<file path="src/design/atrd_pkg.sv">
// ----------------------------------------------------------------------------
// AT response terminator detect package
// Widths, item codes, status codes and the terminator key table.
// ----------------------------------------------------------------------------
package atrd_pkg;

    localparam int TIMEOUT_WIDTH = 16;
    localparam int HIST_DEPTH    = 20;
    localparam int HIST_BITS     = HIST_DEPTH * 8;
    localparam int KEY_COUNT     = 6;
    localparam int MIN_BEFORE    = 4;
    localparam int COUNT_W       = $clog2(HIST_DEPTH + 2);

    localparam logic [1:0] KIND_START = 2'd0;
    localparam logic [1:0] KIND_BYTE  = 2'd1;
    localparam logic [1:0] KIND_TICK  = 2'd2;

    localparam logic [2:0] STATUS_NONE    = 3'd0;
    localparam logic [2:0] STATUS_TIMEOUT = 3'd7;

    localparam logic [7:0] CHAR_CR = 8'h0D;
    localparam logic [7:0] CHAR_LF = 8'h0A;

    // History vector: byte 0 holds the newest character.
    typedef logic [HIST_BITS-1:0] hist_t;

    // Keys are right aligned so that the last character sits in byte 0.
    localparam hist_t KEY_TEXT [KEY_COUNT] = '{
        hist_t'({"OK", CHAR_CR, CHAR_LF}),
        hist_t'({"ERROR", CHAR_CR, CHAR_LF}),
        hist_t'({"p...", CHAR_CR, CHAR_LF}),
        hist_t'("FAIL"),
        hist_t'("ready"),
        hist_t'({"Y CONNECTED", CHAR_CR, CHAR_LF, CHAR_CR, CHAR_LF, "ERROR"})
    };

    localparam logic [COUNT_W-1:0] KEY_LEN [KEY_COUNT] = '{
        COUNT_W'(4), COUNT_W'(7), COUNT_W'(6), COUNT_W'(4), COUNT_W'(5), COUNT_W'(20)
    };

    typedef struct packed {
        logic [2:0] status;
        logic       finished;
        logic       busy;
    } result_t;

endpackage

</file>
<file path="src/design/atrd_key_match.sv">
// ----------------------------------------------------------------------------
// AT response terminator key matcher
// Compares the history tail against all keys in parallel, first key wins.
// ----------------------------------------------------------------------------
module atrd_key_match (
    input  atrd_pkg::hist_t                 hist,
    input  logic [atrd_pkg::COUNT_W-1:0]    have,
    output logic                            hit,
    output logic [2:0]                      key_code
);
    import atrd_pkg::*;

    logic [KEY_COUNT-1:0] key_hit;

    for (genvar k = 0; k < KEY_COUNT; k++) begin : g_key
        logic [HIST_DEPTH-1:0] byte_ok;
        for (genvar j = 0; j < HIST_DEPTH; j++) begin : g_byte
            assign byte_ok[j] = (COUNT_W'(j) >= KEY_LEN[k]) ||
                                (hist[j*8 +: 8] == KEY_TEXT[k][j*8 +: 8]);
        end
        assign key_hit[k] = (&byte_ok) && (have >= KEY_LEN[k]);
    end

    always_comb
    begin
        key_code = STATUS_NONE;
        for (int k = KEY_COUNT - 1; k >= 0; k--)
        begin
            if (key_hit[k])
            begin
                key_code = 3'(k + 1);
            end
        end
    end

    assign hit = |key_hit;

endmodule

</file>
<file path="src/design/atrd_state.sv">
// ----------------------------------------------------------------------------
// AT response terminator wait state
// Holds the history, byte count, tick counter and status; applies one item.
// ----------------------------------------------------------------------------
module atrd_state (
    input  logic                              clk,
    input  logic                              rst_n,
    input  logic                              step_valid,
    input  logic [1:0]                        kind,
    input  logic [7:0]                        data_byte,
    input  logic [15:0]                       timeout_ms,
    output atrd_pkg::result_t                 result
);
    import atrd_pkg::*;

    hist_t                    hist_reg, hist_next, hist_shift;
    logic [COUNT_W-1:0]       seen_reg, seen_next, have;
    logic [TIMEOUT_WIDTH-1:0] ticks_reg, ticks_next;
    logic                     waiting_reg, waiting_next;
    logic [2:0]               status_reg, status_next;
    logic                     done;
    logic                     hit;
    logic [2:0]               key_code;

    assign hist_shift = {hist_reg[HIST_BITS-9:0], data_byte};
    assign have       = seen_reg + 1'b1;

    atrd_key_match u_match (
        .hist     (hist_shift),
        .have     (have),
        .hit      (hit),
        .key_code (key_code)
    );

    always_comb
    begin
        hist_next    = hist_reg;
        seen_next    = seen_reg;
        ticks_next   = ticks_reg;
        waiting_next = waiting_reg;
        status_next  = status_reg;
        done         = 1'b0;
        case (kind)
            KIND_START:
            begin
                hist_next    = '0;
                seen_next    = '0;
                ticks_next   = TIMEOUT_WIDTH'(timeout_ms);
                waiting_next = 1'b1;
                status_next  = STATUS_NONE;
            end
            KIND_BYTE:
            begin
                if (waiting_reg)
                begin
                    hist_next = hist_shift;
                    if (seen_reg >= COUNT_W'(MIN_BEFORE) && hit)
                    begin
                        status_next  = key_code;
                        waiting_next = 1'b0;
                        done         = 1'b1;
                    end
                    if (seen_reg < COUNT_W'(HIST_DEPTH))
                    begin
                        seen_next = seen_reg + 1'b1;
                    end
                end
            end
            KIND_TICK:
            begin
                if (waiting_reg)
                begin
                    if (ticks_reg != '0)
                    begin
                        ticks_next = ticks_reg - 1'b1;
                    end
                    else
                    begin
                        status_next  = STATUS_TIMEOUT;
                        waiting_next = 1'b0;
                        done         = 1'b1;
                    end
                end
            end
            default:
            begin
                done = 1'b0;
            end
        endcase
    end

    always_ff @(posedge clk or negedge rst_n)
    begin
        if (!rst_n)
        begin
            hist_reg    <= '0;
            seen_reg    <= '0;
            ticks_reg   <= '0;
            waiting_reg <= 1'b0;
            status_reg  <= STATUS_NONE;
        end
        else if (step_valid)
        begin
            hist_reg    <= hist_next;
            seen_reg    <= seen_next;
            ticks_reg   <= ticks_next;
            waiting_reg <= waiting_next;
            status_reg  <= status_next;
        end
    end

    assign result.status   = status_next;
    assign result.finished = done;
    assign result.busy     = waiting_next;

endmodule

</file>
<file path="src/design/at_response_terminator_detect.sv">
// A request passes through an input register and then a result register,
// with the state update between them; the block takes one request per
// cycle, sustained, while the result stream is not back-pressured.
// Reset clears the history, byte count, tick counter, wait flag, status
// and both valid flags; the block takes requests right after reset.
// ----------------------------------------------------------------------------
// AT response terminator detect
// Watches a modem reply stream for six fixed terminators with a tick timeout.
// ----------------------------------------------------------------------------
module at_response_terminator_detect (
    input  logic        clk,
    input  logic        rst_n,
    input  logic        s_axis_tvalid,
    output logic        s_axis_tready,
    input  logic [23:0] s_axis_tdata,   // data_byte [7:0], timeout_ms [23:8]
    input  logic [1:0]  s_axis_tuser,   // kind [1:0]
    output logic        m_axis_tvalid,
    input  logic        m_axis_tready,
    output logic [7:0]  m_axis_tdata    // status [2:0], finished [3], busy_res [4]
);
    import atrd_pkg::*;

    logic        in_valid_reg;
    logic [1:0]  kind_reg;
    logic [7:0]  byte_reg;
    logic [15:0] timeout_reg;
    logic        out_valid_reg;
    result_t     out_data_reg;
    result_t     result;
    logic        out_free;
    logic        step;

    assign out_free      = !out_valid_reg || m_axis_tready;
    assign step          = in_valid_reg && out_free;
    assign s_axis_tready = !in_valid_reg || out_free;

    always_ff @(posedge clk or negedge rst_n)
    begin
        if (!rst_n)
        begin
            in_valid_reg <= 1'b0;
        end
        else if (s_axis_tready)
        begin
            in_valid_reg <= s_axis_tvalid;
        end
    end

    always_ff @(posedge clk)
    begin
        if (s_axis_tready && s_axis_tvalid)
        begin
            kind_reg    <= s_axis_tuser;
            byte_reg    <= s_axis_tdata[7:0];
            timeout_reg <= s_axis_tdata[23:8];
        end
    end

    atrd_state u_state (
        .clk        (clk),
        .rst_n      (rst_n),
        .step_valid (step),
        .kind       (kind_reg),
        .data_byte  (byte_reg),
        .timeout_ms (timeout_reg),
        .result     (result)
    );

    always_ff @(posedge clk or negedge rst_n)
    begin
        if (!rst_n)
        begin
            out_valid_reg <= 1'b0;
        end
        else if (out_free)
        begin
            out_valid_reg <= step;
        end
    end

    always_ff @(posedge clk)
    begin
        if (step)
        begin
            out_data_reg <= result;
        end
    end

    assign m_axis_tvalid = out_valid_reg;
    assign m_axis_tdata  = {3'b000, out_data_reg.busy, out_data_reg.finished,
                            out_data_reg.status};

endmodule

</file>
<file path="config.mk">
export PLATFORM = sky130hd
export DESIGN_NAME = at_response_terminator_detect
export DESIGN_NICKNAME = d
export VERILOG_FILES = /design/src/design/atrd_pkg.sv /design/src/design/atrd_key_match.sv /design/src/design/atrd_state.sv /design/src/design/at_response_terminator_detect.sv
export SDC_FILE = /design/constraint.sdc
export NUM_CORES = 1
export LEC_CHECK = 0
export ABC_AREA = 1
export ABC_CLOCK_PERIOD_IN_PS = 3100
export BUFFER_PORTS_ARGS = -buffer_cell sky130_fd_sc_hd__buf_4
export CORE_UTILIZATION = 40
export CTS_BUF_LIST = sky130_fd_sc_hd__clkbuf_8
export CTS_CLUSTER_SIZE = 8
export DETAILED_ROUTE_END_ITERATION = 8
export GPL_TIMING_DRIVEN = 0
export PLACE_DENSITY = 0.56
export SETUP_SLACK_MARGIN = 0.4
export SKIP_LAST_GASP = 1
export SYNTH_ARGS = -nofsm -noshare
export SYNTH_HDL_FRONTEND = slang
export SYNTH_HIERARCHICAL = 1
export SYNTH_SLANG_ARGS = --single-unit
</file>
<file path="constraint.sdc">
create_clock -name clk -period 3.1 [get_ports clk]
set_clock_uncertainty 0.2 [all_clocks]
set_input_delay 0.465 -clock clk [delete_from_list [all_inputs] [get_ports clk]]
set_output_delay 0.465 -clock clk [all_outputs]
set_load 0.01 [all_outputs]
</file>
* Yosys cells after proc, flatten, opt, wreduce, memory -nomap -nowiden *
Cells that the tools add are included.

storage, ports and cells
  flip-flop bits (word level) = 210
  input port bits = 30
  output and inout bits = 10
  logic and storage cells = 124

cells by class
  $add $sub $neg = 2
  $lt $le $gt $ge = 7
  equality and inequality tests = 46
  muxes and demuxes = 29
  reduce and logical (&&, ||, !) cells = 27

operators with widths
  kind                                                                    number
  152-bit case mux with 2 select lines                                    1
  8-bit by 7-bit == test with 1-bit output (second input constant)        30
  152-bit two-way mux                                                     1
  8-bit by 4-bit == test with 1-bit output (second input constant)        6
  8-bit by 6-bit == test with 1-bit output (second input constant)        4
  16-bit two-way mux                                                      2
  16-bit case mux with 2 select lines                                     1
  3-bit two-way mux                                                       10
  5-bit by 3-bit >= comparator with 1-bit output (second input constant)  5
  20-bit AND reduction                                                    1
  4-bit AND reduction                                                     4
  16-bit nonzero test                                                     1
  16-bit by 1-bit subtractor with 16-bit output (second input constant)   1
  5-bit two-way mux                                                       2
  5-bit case mux with 2 select lines                                      1
  1-bit logical AND                                                       9
  3-bit case mux with 3 select lines                                      1
  1-bit two-way mux                                                       8
  2-bit by 1-bit != test with 1-bit output (second input constant)        4
  7-bit AND reduction                                                     1
  6-bit AND reduction                                                     1
  6-bit OR reduction                                                      1
  5-bit by 1-bit adder with 5-bit output (second input constant)          1
  5-bit >= comparator (second input constant)                             1
  other kinds (11)                                                        14

* Logic depth before layout (Yosys ltp) *
Gate-level depths: netlist of the first run.

  word-level depth = 12
  gate-level depth with buffers = 19
  depth with buffers taken out = 19

* Modules after synthesis *
Netlist of the first run, hierarchy kept.

by module, submodules not included
  module                         times used  cells an instance  area an instance (µm²)  sequential area each (µm²)
  atrd_state                     1           948                7806.2                  4429.2
  atrd_key_match                 1           296                1239.9                  0.0
  at_response_terminator_detect  1           47                 1052.3                  980.9

* Least setup slack after synthesis of the first run *
No wires, ideal clock.

  kind = flip-flop to flip-flop
  from = register u_state.seen_reg[0]
  to = register out_data_reg (netlist bit m_axis_tdata[4]), data pin
  arrival time = 2.082 ns
  data required time = 2.775 ns
  path slack = 0.692 ns
  stages on the path, launching flop included = 19
  clock period less this slack = 2.408 ns
  cell sequence = dfrtp_1 > ha_1 > nand3_1 > xor2_1 > inv_1 > nor2_1 > nand2_1 > a21oi_1 > nor2_1 > nand3_1 > nand2_1 > inv_2 > nand3_2 > nand2_1 > nand2_1 > nand2_1 > nand2_1 > a21oi_1 > buf_4

on the way
  word-level cells in the longest chain between the ends = 8
  elaborated cells on any way between the ends = 18
  classes of those cells = add/sub: 1; order compare: 6; mux: 3; reduce/logical: 8

ends and longest elaborated chain
  element                                                                                line                                 text
  start, declared                                                                        atrd_state.sv:17                     logic [COUNT_W-1:0] seen_reg, seen_next, have;
  start signal, assigned                                                                 atrd_state.sv:105                    seen_reg <= seen_next;
  5-bit by 1-bit adder with 5-bit output *                                               atrd_state.sv:26                     assign have = seen_reg + 1'b1;
  net u_state.have[4]                                                                    atrd_state.sv:17
  5-bit by 3-bit >= comparator with 1-bit output or 5-bit >= comparator (tied branches)  atrd_key_match.sv:21                 assign key_hit[k] = (&byte_ok) && (have >= KEY_LEN[k]);
  1-bit logical AND                                                                      atrd_key_match.sv:21
  6-bit OR reduction *                                                                   atrd_key_match.sv:36                 assign hit = |key_hit;
  net u_state.hit                                                                        atrd_state.sv:22                     logic hit;
  1-bit logical AND *                                                                    atrd_state.sv:57                     if (seen_reg >= COUNT_W'(MIN_BEFORE) && hit)
  1-bit two-way mux *                                                                    atrd_state.sv:57
  1-bit two-way mux *                                                                    atrd_state.sv:54                     if (waiting_reg)
  1-bit case mux with 3 select lines *                                                   atrd_state.sv:43                     case (kind)
  net u_state.waiting_next                                                               atrd_state.sv:19                     logic waiting_reg, waiting_next;
  end signal, assigned                                                                   at_response_terminator_detect.sv:85  out_data_reg <= result;
  end, declared                                                                          at_response_terminator_detect.sv:28  result_t out_data_reg;

Mark *: on every way through the listed nets, which the timed path passes. The rest lies on a longest branch.
A chain may end at the register's enable or synchronous reset.

==> results_dict.tcl, run 1 <==
set metrics [dict create \
    core_region_area_um2 24500 \
    antenna_left 0 \
    whs_ns 0.290 \
    clk_latency_ns 0.54 \
    die_w_um 161 \
    postPlaceCellArea_um2 10800 \
    cts_tree "yes" \
    status "finished, final reports clean" \
    crit_type "flop to flop" \
    grt_first_pass_wirelength_um 42200 \
    finalCritPeriodShare_pct 87.3 \
    cts_sinks 210 \
    via_per_inst 4.80 \
    synth_top_cell_by_area "dfrtp_1" \
    rsz0062_at_grt "true" \
    hpwl_um 16600 \
    synth-compound-area-share_pct 8.93 \
    wl_per_cell_um 14.1 \
    grt_pass1_vias 8480 \
    synth_top_area_share_pct 44.4 \
    grt_max_degree 97 \
    power_density_nw_per_um2 549 \
    root_buffer "clkbuf_8" \
    synth_seq_area_share_pct 53.6 \
    first_pass_iters 5 \
    worstHoldStart "u_state/hist_reg[144]$_DFFE_PN0P_" \
    stdcell_area_um2 12100 \
    fin_setup_tns_ns 0 \
    yosys_register_bits 210 \
    rows 57 \
    start_util_pct 41.2 \
    drt-total-wl_um 24800 \
    gp_congestion 0.863 \
    power_leakage_uw 0.00524 \
    final-setup-viol-count 0 \
    vias 8469 \
    yosys.area_share.simple_pct 29.0 \
    worstPathArrival_ns 2.77 \
    post-route-util_pct 49.1 \
    final_max_slew_viol_count 0 \
    clkPwrFrac_pct 38.2 \
    worst_pin_slew_ns 1.03 \
    cp_max_fo 3 \
    htreeDepth 2 \
    synthXorXnorAreaFrac_pct 0.607 \
    cap_violations 0 \
    syn_inst 1291 \
    asyncSetResetFlopFracSynth_pct 85.2 \
    pwr-share-seq_pct 47.2 \
    cts_made_buffers 38 \
    synth_edf_count 31 \
    startpoint_type "flop" \
    end_kind "flop" \
    largest_register_ff_count 152 \
    antenna_found_initial 1 \
    area_growth_pct 19.4 \
    ff2ff_path_depth 17 \
    crit_path_start "u_state/seen_reg[0]$_DFFE_PN0P_" \
    synth_cell_type_count 35 \
    die_y_um 161 \
    synth_top_family_by_area "simple AND/OR/NAND/NOR gates" \
    grtUsageTotal_pct 20.0 \
    min_period_ns 2.71 \
    syn_area_per_cell_um2 7.82 \
    slew_headroom_pct 31.3 \
    final-hold-violation-count 0 \
    syn-cell-area_um2 10100 \
    r2r-start "u_state/seen_reg[0]$_DFFE_PN0P_" \
    ys.flop_type "dfrtp_1" \
    holdPathStages 2 \
    clockBufferDepth 3 \
    synthTopCellsByArea "dfrtp_1 44%, nand2_1 19%, edfxtp_1 9.2%" \
    dieArea_um2 25900 \
    yosysWarningCount 6 \
    swShare_pct 28.9 \
    synthAdderAreaFrac_pct 0.867 \
    n_antenna_cell 0 \
    comb_power_share_pct 14.5 \
    fin_nets 1449 \
    hp-class "flop to flop" \
    drive_gt1_share_pct 12.5 \
    drc 0 \
    worst_ep_required_time_ns 3.17 \
    p_sw_uw 1910 \
    synthMuxAreaShare_pct 0.297 \
    path_clk_slew_ns 0.06 \
    overflow 0 \
    drt_iter0_markers 596 \
    portBuffers 36 \
    ios 40 \
    fmax_ghz 0.370 \
    ir_drop_mv 0.383 \
    p_int_uw 4710 \
]
## placed cells by master, fill, tap and decap left out, types with 2 or more instances in the layout
cell type and instances:
nand3_4 2, nor2_2 9, edfxtp_1 31, xnor2_1 3
clkbuf_1 32, o21ai_0 154, inv_1 107, nand3_1 39
nor3_2 2, nand3_2 3, buf_2 22, xor2_2 3
buf_4 54, dlygate4sd3_1 30, dfrtp_1 178, a21oi_1 4
or2_2 2, nor2_1 126, o21ai_2 3, mux2i_1 3
inv_2 6, clkinv_2 6, nand4_1 19, clkbuf_8 48
nand2_1 493, nor3_1 10, o21ai_1 12, conb_1 3
nand3b_1 5, a21oi_2 3, ha_1 6, nand2_2 11
## cell usage after synthesis, types with 2 or more instances
master	n
o21ai_0	156
xor2_1	4
nor3_1	10
nand4_1	19
buf_2	22
buf_4	7
nand2_1	499
a21oi_1	7
ha_1	7
o21ai_2	2
nand3_2	3
or2_2	2
edfxtp_1	31
inv_1	92
nand3b_1	5
nor3_2	2
dfrtp_1	179
clkbuf_1	32
nor2_1	129
mux2i_1	3
xnor2_1	3
nand3_1	41
nand2_2	5
o21ai_1	11
nor2_2	6
inv_2	5
## path summary, 6_finish.rpt
check	to	slack [ns]
min	u_state/hist_reg[144]$_DFFE_PN0P_	0.29
min in group asynchronous	u_state/hist_reg[129]$_DFFE_PN0P_	0.32
max reg2reg	m_axis_tdata[2]$_DFFE_PP_	0.39
max	m_axis_tdata[2]$_DFFE_PP_	0.39
min reg2reg	u_state/hist_reg[144]$_DFFE_PN0P_	0.29
max in group asynchronous	u_state/seen_reg[0]$_DFFE_PN0P_	1.47
## worst max-delay path, cell delays in order (launching register included)
cell     delay, ns
dfrtp_2       0.44
ha_4          0.20
nand3_4       0.10
xor2_2        0.17
inv_2         0.08
nor2_2        0.14
nand2_2       0.09
nand3_1       0.09
nor2_1        0.05
nand3_1       0.11
nand2_1       0.07
nor2_2        0.15
nand3_4       0.09
buf_4         0.14
nand4_1       0.08
nand2_1       0.06
nand2_1       0.09
nand2_1       0.07
## power groups by stage
stage               logic [uW]  clock network, uW  registers (uW)
finish                     961               2530            3130
global placement           860                  0            3170
detailed placement         881                  0            3170
global route              1110               2750            3150
CTS                        934               2630            3120
floorplan                  616                  0            3120
## stage by stage
stage | instances | setup slack (ns) | power, uW
6_report | 1766 | 0.394 | 6620
5_1_grt | 1766 | 0.295 | 7010
4_1_cts | 1761 | 0.397 | 6680
3_5_place_dp | 1654 | 0.307 | 4050
3_3_place_gp | 1653 | 0.137 | 4030
2_1_floorplan | 1293 | 0.692 | 3740
## metal layers
metal,vias to the layer above,global-route usage (%),share of wire (%)
met3,40,3.43,4.4
met2,152,32.3,46
met1,3952,27.4,47
li1,4325,-,-
met5,-,0,0
met4,0,6.09,1.8
## layout make-up
type,instances,area (um2)
flip-flops and latches,210,5410
inverters,97,364
fillers,2457,12500
well taps,324,405
multi-input cells,923,4120
clock buffers,48,661
clock inverters,22,90.1
plain buffers,63,314
repair buffers,79,696
## cells by family (layout without fill, tap and decap cells)
logic type | count (synthesis) | after routing
muxes | 3 | 3
and+or+nand+nor | 725 | 725
AOI/OAI and AO/OA | 178 | 178
buffers and inverters | 160 | 309
xor gates and xnor gates | 7 | 7
other | 1 | 3
adders and majority gates | 7 | 7
DFF | 210 | 210
## what timing repair did
action                                  CTS  global route
endpoints found under the setup margin    8            59
pin swaps                                 5            10
hold buffers                             30             0
gates resized for setup                   7            19
endpoints found under the hold margin   111             0
setup buffers                             7             5
(Power assumes the default switching activity.)
==> run 2, diff against run 1 <==
--- a/config.mk
+++ b/config.mk
@@ -5,7 +5,6 @@
 export SDC_FILE = /design/constraint.sdc
 export NUM_CORES = 1
 export LEC_CHECK = 0
-export ABC_AREA = 1
 export ABC_CLOCK_PERIOD_IN_PS = 3100
 export BUFFER_PORTS_ARGS = -buffer_cell sky130_fd_sc_hd__buf_4
 export CORE_UTILIZATION = 40
==> results_dict.tcl, run 2 <==
set metrics [dict create \
    status "complete, but fails checks" \
    violations "setup timing" \
    area_growth_pct 21.4 \
    finalCritPeriodShare_pct 102 \
    clockBufferDepth 3 \
    fin_nets 1187 \
    synth_top_area_share_pct 46.9 \
    core_region_area_um2 23500 \
    synth_common_cells "346 x nand2_1, 179 x dfrtp_1, 165 x o21ai_0" \
    synth_top_cell_by_area "dfrtp_1" \
    overflow 0 \
    grt_pass1_vias 7596 \
    cap_violations 0 \
    final-hold-violation-count 0 \
    yosysMostFrequentCell "nand2_1" \
    cts_made_buffers 39 \
    hpwl_um 16600 \
    drt_iter0_markers 495 \
    asyncSetResetFlopFracSynth_pct 85.2 \
    ir_drop_mv 0.341 \
    min_period_ns 3.17 \
    start_util_pct 40.7 \
    root_buffer "clkbuf_8" \
    dp_cells 1387 \
    synth_seq_area_share_pct 56.6 \
    synth_cell_type_count 60 \
    power_density_nw_per_um2 568 \
    worst_ep_required_time_ns 3.19 \
    syn-cell-area_um2 9550 \
    die_w_um 157 \
    cts_sinks 210 \
    dieArea_um2 24500 \
    synth_edf_count 31 \
    grtUsageTotal_pct 21.1 \
    clk_latency_ns 0.53 \
    slew_headroom_pct 51.1 \
    drive_gt1_share_pct 14.3 \
    worstPathArrival_ns 3.26 \
    startpoint_type "flop" \
    r2r-start "u_state/hist_reg[16]$_DFFE_PN0P_" \
    syn_area_per_cell_um2 9.28 \
    p_total_uw 6590 \
    grt_max_degree 94 \
    syn_inst 1029 \
    power_leakage_uw 0.00470 \
    ys.flop_type "dfrtp_1" \
    crit_path_start "u_state/hist_reg[16]$_DFFE_PN0P_" \
    worstHoldStart "u_state/hist_reg[147]$_DFFE_PN0P_" \
    multi_input_area_um2 3940 \
    rsz0062_at_grt "true" \
    crit_type "flop to flop" \
    gp_congestion 0.825 \
    final_common_cell "nand2_1" \
    via_per_inst 5.18 \
    antenna_found_initial 0 \
    path_clk_slew_ns 0.06 \
    first_pass_iters 5 \
    wl_per_cell_um 16.6 \
    final_max_slew_viol_count 0 \
    cp_max_fo 6 \
    ios 40 \
    n_antenna_cell 0 \
    largest_register_ff_count 152 \
    die_y_um 157 \
    htreeDepth 2 \
    yosys_register_bits 210 \
    worst_pin_slew_ns 0.733 \
    layoutNonFillerInstCount 1497 \
    final-setup-viol-count 4 \
    antenna_left 0 \
    final.fill_count 2296 \
    portBuffers 36 \
    synthTopCellsByArea "dfrtp_1 47%, nand2_1 14%, edfxtp_1 9.7%" \
    grt_first_pass_wirelength_um 40600 \
    yosysWarningCount 6 \
    hp-class "flop to flop" \
    finalWorstSetupSlack_ns -0.0680 \
    final_cell_mix "345 x nand2_1, 179 x dfrtp_1, 163 x o21ai_0" \
    vias 7760 \
    fmax_ghz 0.316 \
    end_kind "flop" \
    drc 0 \
    drt-total-wl_um 24900 \
    cts_tree "yes" \
    regArea_um2 5410 \
    rows 56 \
]
==> run 2: changes by cell type in the layout (fill, tap and decap cells not counted), sizes merged, moves of 6 or more <==
| cell | change |
|---|---|
| nand2 | -158 |
| clkbuf | +10 |
| buf | -6 |
| nor2b | +9 |
| nand3 | -24 |
| inv | -88 |
| or3 | +7 |
| nor4b | +16 |
| nor4bb | +16 |
| nor2 | -113 |
| o311ai | +8 |
| nor4 | +19 |
==> run 2: logic make-up (layout without fill, tap and decap cells) <==
| logic type | count (synthesis) | in the layout | synth area share (%) |
|---|---|---|---|
| simple gates | 516 | 516 | 25.7 |
| mux | 5 | 5 | 0.537 |
| compound gates | 209 | 209 | 12.2 |
| other cells | 1 | 3 | 0.0393 |
| buf+inv | 78 | 225 | 3.71 |
| flops | 210 | 210 | 56.6 |
| xor+xnor | 3 | 3 | 0.275 |
| fa+ha+maj | 7 | 7 | 0.917 |
==> run 2: cell type report <==
type,count,share of cell area (%)
clock inverter,21,0.950
tap,319,3.44
inverter,10,0.324
sequential,210,46.7
clock buffer,48,5.70
timing repair buffer,78,5.97
buffer,68,2.99
multi-input combinational,743,34.0
==> run 2: per-stage QoR <==
stage               setup TNS, ns  utilization [%]  hold slack (ns)  area [um2]  setup slack, ns
floorplan                       0                -          -0.0306        9590            0.187
global placement            -2.56             43.7            0.256       10300           -0.356
detailed placement          -2.45             43.8            0.264       10300           -0.346
CTS                      -0.00743             48.8            0.280       11500         -0.00743
global route                -1.52             49.4            0.302       11600           -0.250
finish                     -0.117             49.4            0.277       11600          -0.0680
==> run 2: what timing repair did <==
| item | in CTS | in global routing |
|---|---|---|
| endpoints found under the hold margin | 120 | 0 |
| endpoints found under the setup margin | 167 | 168 |
| gates resized for setup | 14 | 28 |
| hold buffers | 30 | 0 |
| pin swaps | 3 | 8 |
| setup buffers | 5 | 6 |
==> run 2: report_power, final <==
| part | leakage (uW) | total (uW) | switching, uW | internal, uW |
|---|---|---|---|---|
| Sequential | 0.00276 | 3130 | 170 | 2960 |
| Combinational | 0.00148 | 837 | 511 | 326 |
| Clock | 0.000456 | 2620 | 1150 | 1470 |
==> run 2: metal layers <==
layer	wire length, um	part of all wire, %	global-route usage (%)
met1	12000	48	30.2
met2	11400	46	32.9
met3	1110	4.5	3.54
met4	405	1.6	6.16
met5	0	0	0
==> run 2: path summary, 6_finish.rpt <==
check | to | slack [ns] | cells past startpoint
setup / recovery | m_axis_tdata[4]$_DFFE_PP_ | -0.07 | 9
min in group asynchronous | u_state/waiting_reg$_DFFE_PN0P_ | 0.37 | 2
hold reg to reg | u_state/hist_reg[147]$_DFFE_PN0P_ | 0.28 | 2
setup reg to reg | m_axis_tdata[4]$_DFFE_PP_ | -0.07 | 9
max in group asynchronous | u_state/hist_reg[21]$_DFFE_PN0P_ | 1.45 | 3
hold / removal | u_state/hist_reg[147]$_DFFE_PN0P_ | 0.28 | 2
==> run 2: worst max-delay path, stage by stage, from the launching register on <==
cell	delay [ns]
dfrtp_1	0.46
nor4bb_2	0.45
nand2_1	0.21
nor4_2	0.45
nand4_1	0.23
nand4_1	0.22
nor3b_4	0.26
a211oi_2	0.06
a211o_1	0.25
buf_4	0.13
